[src/rtl/core/grid_quad_normal_defines.svh]
// Assertion macros shared by the grid_quad_normal RTL.
// Each macro expects a clock named clk and an active-low reset named rst_n.
`ifndef GRID_QUAD_NORMAL_DEFINES_SVH
`define GRID_QUAD_NORMAL_DEFINES_SVH

// Same-cycle implication.
`define GQN_ASSERT_NOW(lbl, ante, cons) \
  lbl: assert property (@(posedge clk) disable iff (!rst_n) (ante) |-> (cons)) \
    else $error("gqn assertion failed");

// Next-cycle implication.
`define GQN_ASSERT_NEXT(lbl, ante, cons) \
  lbl: assert property (@(posedge clk) disable iff (!rst_n) (ante) |=> (cons)) \
    else $error("gqn assertion failed");

`endif

[src/rtl/core/gqn_ram.sv]
// ----------------------------------------------------------------------------
// gqn_ram
// Simple dual-port synchronous RAM with one write port and a registered read.
// ----------------------------------------------------------------------------
`timescale 1ns / 1ps
`default_nettype none

module gqn_ram #(
  parameter int WIDTH = 8,
  parameter int DEPTH = 16
) (
  input  wire logic                     clk,
  input  wire logic                     we,
  input  wire logic [$clog2(DEPTH)-1:0] waddr,
  input  wire logic [WIDTH-1:0]         wdata,
  input  wire logic                     re,
  input  wire logic [$clog2(DEPTH)-1:0] raddr,
  output logic      [WIDTH-1:0]         rdata
);

  logic [WIDTH-1:0] mem [DEPTH];

  // Write port and registered read port.
  always_ff @(posedge clk) begin
    if (we) begin
      mem[waddr] <= wdata;
    end
    if (re) begin
      rdata <= mem[raddr];
    end
  end

endmodule

`default_nettype wire

[config.mk]
export PLATFORM = sky130hd
export DESIGN_NAME = gqn_ram
export DESIGN_NICKNAME = d
export VERILOG_FILES = /design/src/rtl/core/grid_quad_normal_defines.svh /design/src/rtl/core/gqn_ram.sv
export SDC_FILE = /design/constraint.sdc
export NUM_CORES = 1
export LEC_CHECK = 0
export BUFFER_PORTS_ARGS = -buffer_cell sky130_fd_sc_hd__buf_2
export CAP_MARGIN = 10
export CORE_UTILIZATION = 35
export CTS_BUF_LIST = sky130_fd_sc_hd__clkbuf_4
export DETAILED_ROUTE_END_ITERATION = 10
export PLACE_DENSITY = 0.6
export SYNTH_ARGS = -nofsm -noshare
export SYNTH_HDL_FRONTEND = slang
export SYNTH_SLANG_ARGS = --single-unit
[constraint.sdc]
create_clock -name clk -period 2.8 [get_ports clk]
set_clock_uncertainty 0.15 [all_clocks]
set_input_delay 0.56 -clock clk [delete_from_list [all_inputs] [get_ports clk]]
set_output_delay 0.56 -clock clk [all_outputs]
set_load 0.02 [all_outputs]
==> impl_metrics.env <==
export IMPL_status="complete, no violations"
export IMPL_fmax_mhz=534.6
export IMPL_rows=44
export IMPL_final_cells=481
export IMPL_tightest_slew_ns=0.7029
export IMPL_grt_pass1_wl_um=15270
export IMPL_yosysMostFrequentCell="edfxtp_1"
export IMPL_grt_use_total_pct=14.03
export IMPL_die_w_um=124.2
export IMPL_finalWeightedCongestion=0.7395
export IMPL_yosysWarnings=0
export IMPL_path_max_fanout=1
export IMPL_fp_coreArea_um2=14530
export IMPL_critPathTopFamily="flip-flops"
export IMPL_syn_area_per_cell_um2=22.83
export IMPL_finalNetCount=303
export IMPL_cpPeakStageDelay_ns=0.46
export IMPL_postCtsResizedCells=0
export IMPL_cp_end_kind="primary output"
export IMPL_clk_latency_ns=0.52
export IMPL_setup_viol=0
export IMPL_ctsHoldBuffers=0
export IMPL_die_h_um=124.2
export IMPL_route_detailed_drc=0
export IMPL_clk_pin_slew_ns=0.12
export IMPL_ant_nets=0
export IMPL_slowest_stage="edfxtp_1"
export IMPL_use_met3_pct=4.483
export IMPL_antenna_cells=0
export IMPL_syn_area_um2=5228
export IMPL_path_cells="buf_2"
export IMPL_power_density_nw_per_um2=643.1
export IMPL_nFillCells=1300
export IMPL_fin_ws_ns=0.9296
export IMPL_ir_worst_vdd_mv=0.3148
export IMPL_grtUsageMet1_pct=19.56
export IMPL_dpl_hpwl_um=6595
export IMPL_grt_max_degree=33
export IMPL_synth_edf_count=136
export IMPL_antenna_found_initial=0
export IMPL_pin_count=27
export IMPL_seq_area_frac_synth_pct=78.12
export IMPL_synthArstFlopShare_pct=0
export IMPL_start_util_pct=35.97
export IMPL_min_period_ns=1.870
export IMPL_gr_total_overflow=0
export IMPL_synth_distinct_cells=18
export IMPL_max_slew_margin_pct=53.04
export IMPL_dp_cells=449
export IMPL_numCtsBuffers=17
export IMPL_grt_setup_unrepaired="no"
export IMPL_cts_sinks=136
export IMPL_post_drt_wl_per_cell_um=20.81
export IMPL_grt_pass1_vias=2527
export IMPL_post_place_ws_ns=0.4226
export IMPL_clockRootBuffer="clkbuf_4"
export IMPL_drv_slew=0
export IMPL_cts_setup_buffers=0
export IMPL_synth_commonest_cells="edfxtp_1 (136), mux4_2 (18), a22oi_1 (16)"
export IMPL_vias=2461
export IMPL_portBuffers=26
export IMPL_hold_path_class="in2reg"
export IMPL_htree_num_levels=4
export IMPL_synth_area_leaders="edfxtp_1 (78%), mux4_2 (7.8%), mux4_1 (7.0%)"
export IMPL_fp_dieArea_um2=15430
export IMPL_worstSetupPathType="reg2out"
export IMPL_drt_iter0_drc=123
export IMPL_period_share_pct=66.80
export IMPL_use_met2_pct=20.70
export IMPL_avgViaCountPerCell=5.116
export IMPL_critical_path_arrival_ns=1.16
export IMPL_grt_busiest_layer="met2"
export IMPL_tns_ns=0
export IMPL_crit_buf_inv=1
export IMPL_finalWirelength_um=10010
export IMPL_required_ns=2.09
export IMPL_leakagePower_nw=1.973
export IMPL_synth_top_area_cell="edfxtp_1"
export IMPL_synth_seq_cells=136
export IMPL_cap_viol_max_count=0
export IMPL_critPathLaunchType="flip-flop"
export IMPL_synth_nets=248
export IMPL_area_delta_synth_final_pct=13.86
export IMPL_final_hold_violation_count=0
export IMPL_synthCells=229
export IMPL_synth_top_area_share_pct=78.12
export IMPL_drive_gt1_share_pct=31.31
export IMPL_firstDrtPassIters=4
export IMPL_synth_ff_type="edfxtp_1"
export IMPL_cts_buffer_depth=2
export IMPL_cts_tree="done"
## sequential cells by signal, indices dropped and copies added, names as in the netlist
register	flops
mem	128
rdata	8
## layout by cell type (no fill, tap or decap)
cell        instances
edfxtp_1          136
buf_2              26
clkbuf_4           21
buf_4              19
mux4_2             18
a22oi_1            16
mux4_1             14
nor2_1             13
nand2_1             9
nor3_1              4
clkinv_1            4
bufinv_16           3
nand3b_1            2
nand2b_1            2
clkinvlp_4          2
clkinv_2            2
nor2b_1             1
and2_1              1
and2b_1             1
nand3_1             1
or3b_2              1
buf_12              1
## through the flow
| step | util (%) | total power, mW | area [um^2] | hold slack, ns |
|---|---|---|---|---|
| after floorplan | - | 2.473 | 5228 | 0.5089 |
| after CTS | 40.95 | 3.863 | 5952 | 0.2199 |
| after global routing | 40.95 | 3.964 | 5952 | 0.2008 |
| after global placement | 38.97 | 2.567 | 5664 | 0.5796 |
| after detailed placement | 38.97 | 2.574 | 5664 | 0.5798 |
| final | 40.95 | 3.828 | 5952 | 0.2673 |
## power breakdown
group	switching [mW]	internal, mW	total (mW)
Combinational	0.133	0.0880	0.221
Clock	0.661	0.645	1.31
Sequential	0.0114	2.29	2.30
## per-layer routing
| metal | up-vias | part of all wire (%) |
|---|---|---|
| li1 | 1092 | - |
| met1 | 1291 | 48 |
| met2 | 66 | 47 |
| met3 | 12 | 4.1 |
| met4 | 0 | 1.2 |
| met5 | - | 0 |
## path summary, 6_finish.rpt
check / start / endpoint / slack (ns) / cells past startpoint
setup / recovery: rdata[4]$_DFFE_PP_ / rdata[4] / 0.93 / 1
hold reg to reg: mem[14][3]$_DFFE_PP_ / rdata[3]$_DFFE_PP_ / 0.60 / 3
hold / removal: re / rdata[0]$_DFFE_PP_ / 0.27 / 1
setup reg to reg: mem[6][3]$_DFFE_PP_ / rdata[3]$_DFFE_PP_ / 1.09 / 3
## area by class of cell
type / count / area (um^2) / share of cell area (%)
Sequential cell: 136 / 4084 / 68.61
Multi-Input combinational cell: 83 / 1057 / 17.76
Timing Repair Buffer: 46 / 292.8 / 4.919
Tap cell: 184 / 230.2 / 3.868
Clock buffer: 21 / 157.7 / 2.649
Clock inverter: 11 / 130.1 / 2.186
## worst reg2reg max path, stage by stage, from the launching register on
cell and delay, ns:
edfxtp_1 0.38, mux4_1 0.55, a22oi_1 0.30, nand2_1 0.10
## cell families after synthesis
kind of cell	Yosys count	synth area share [%]
AO/OA/AOI/OAI	16	2.298
buffers and inverters	10	1.651
flip-flops	136	78.12
multiplexers	32	14.79
AND/OR/NAND/NOR	35	3.136
No activity file was read; power rests on OpenSTA's default activity.
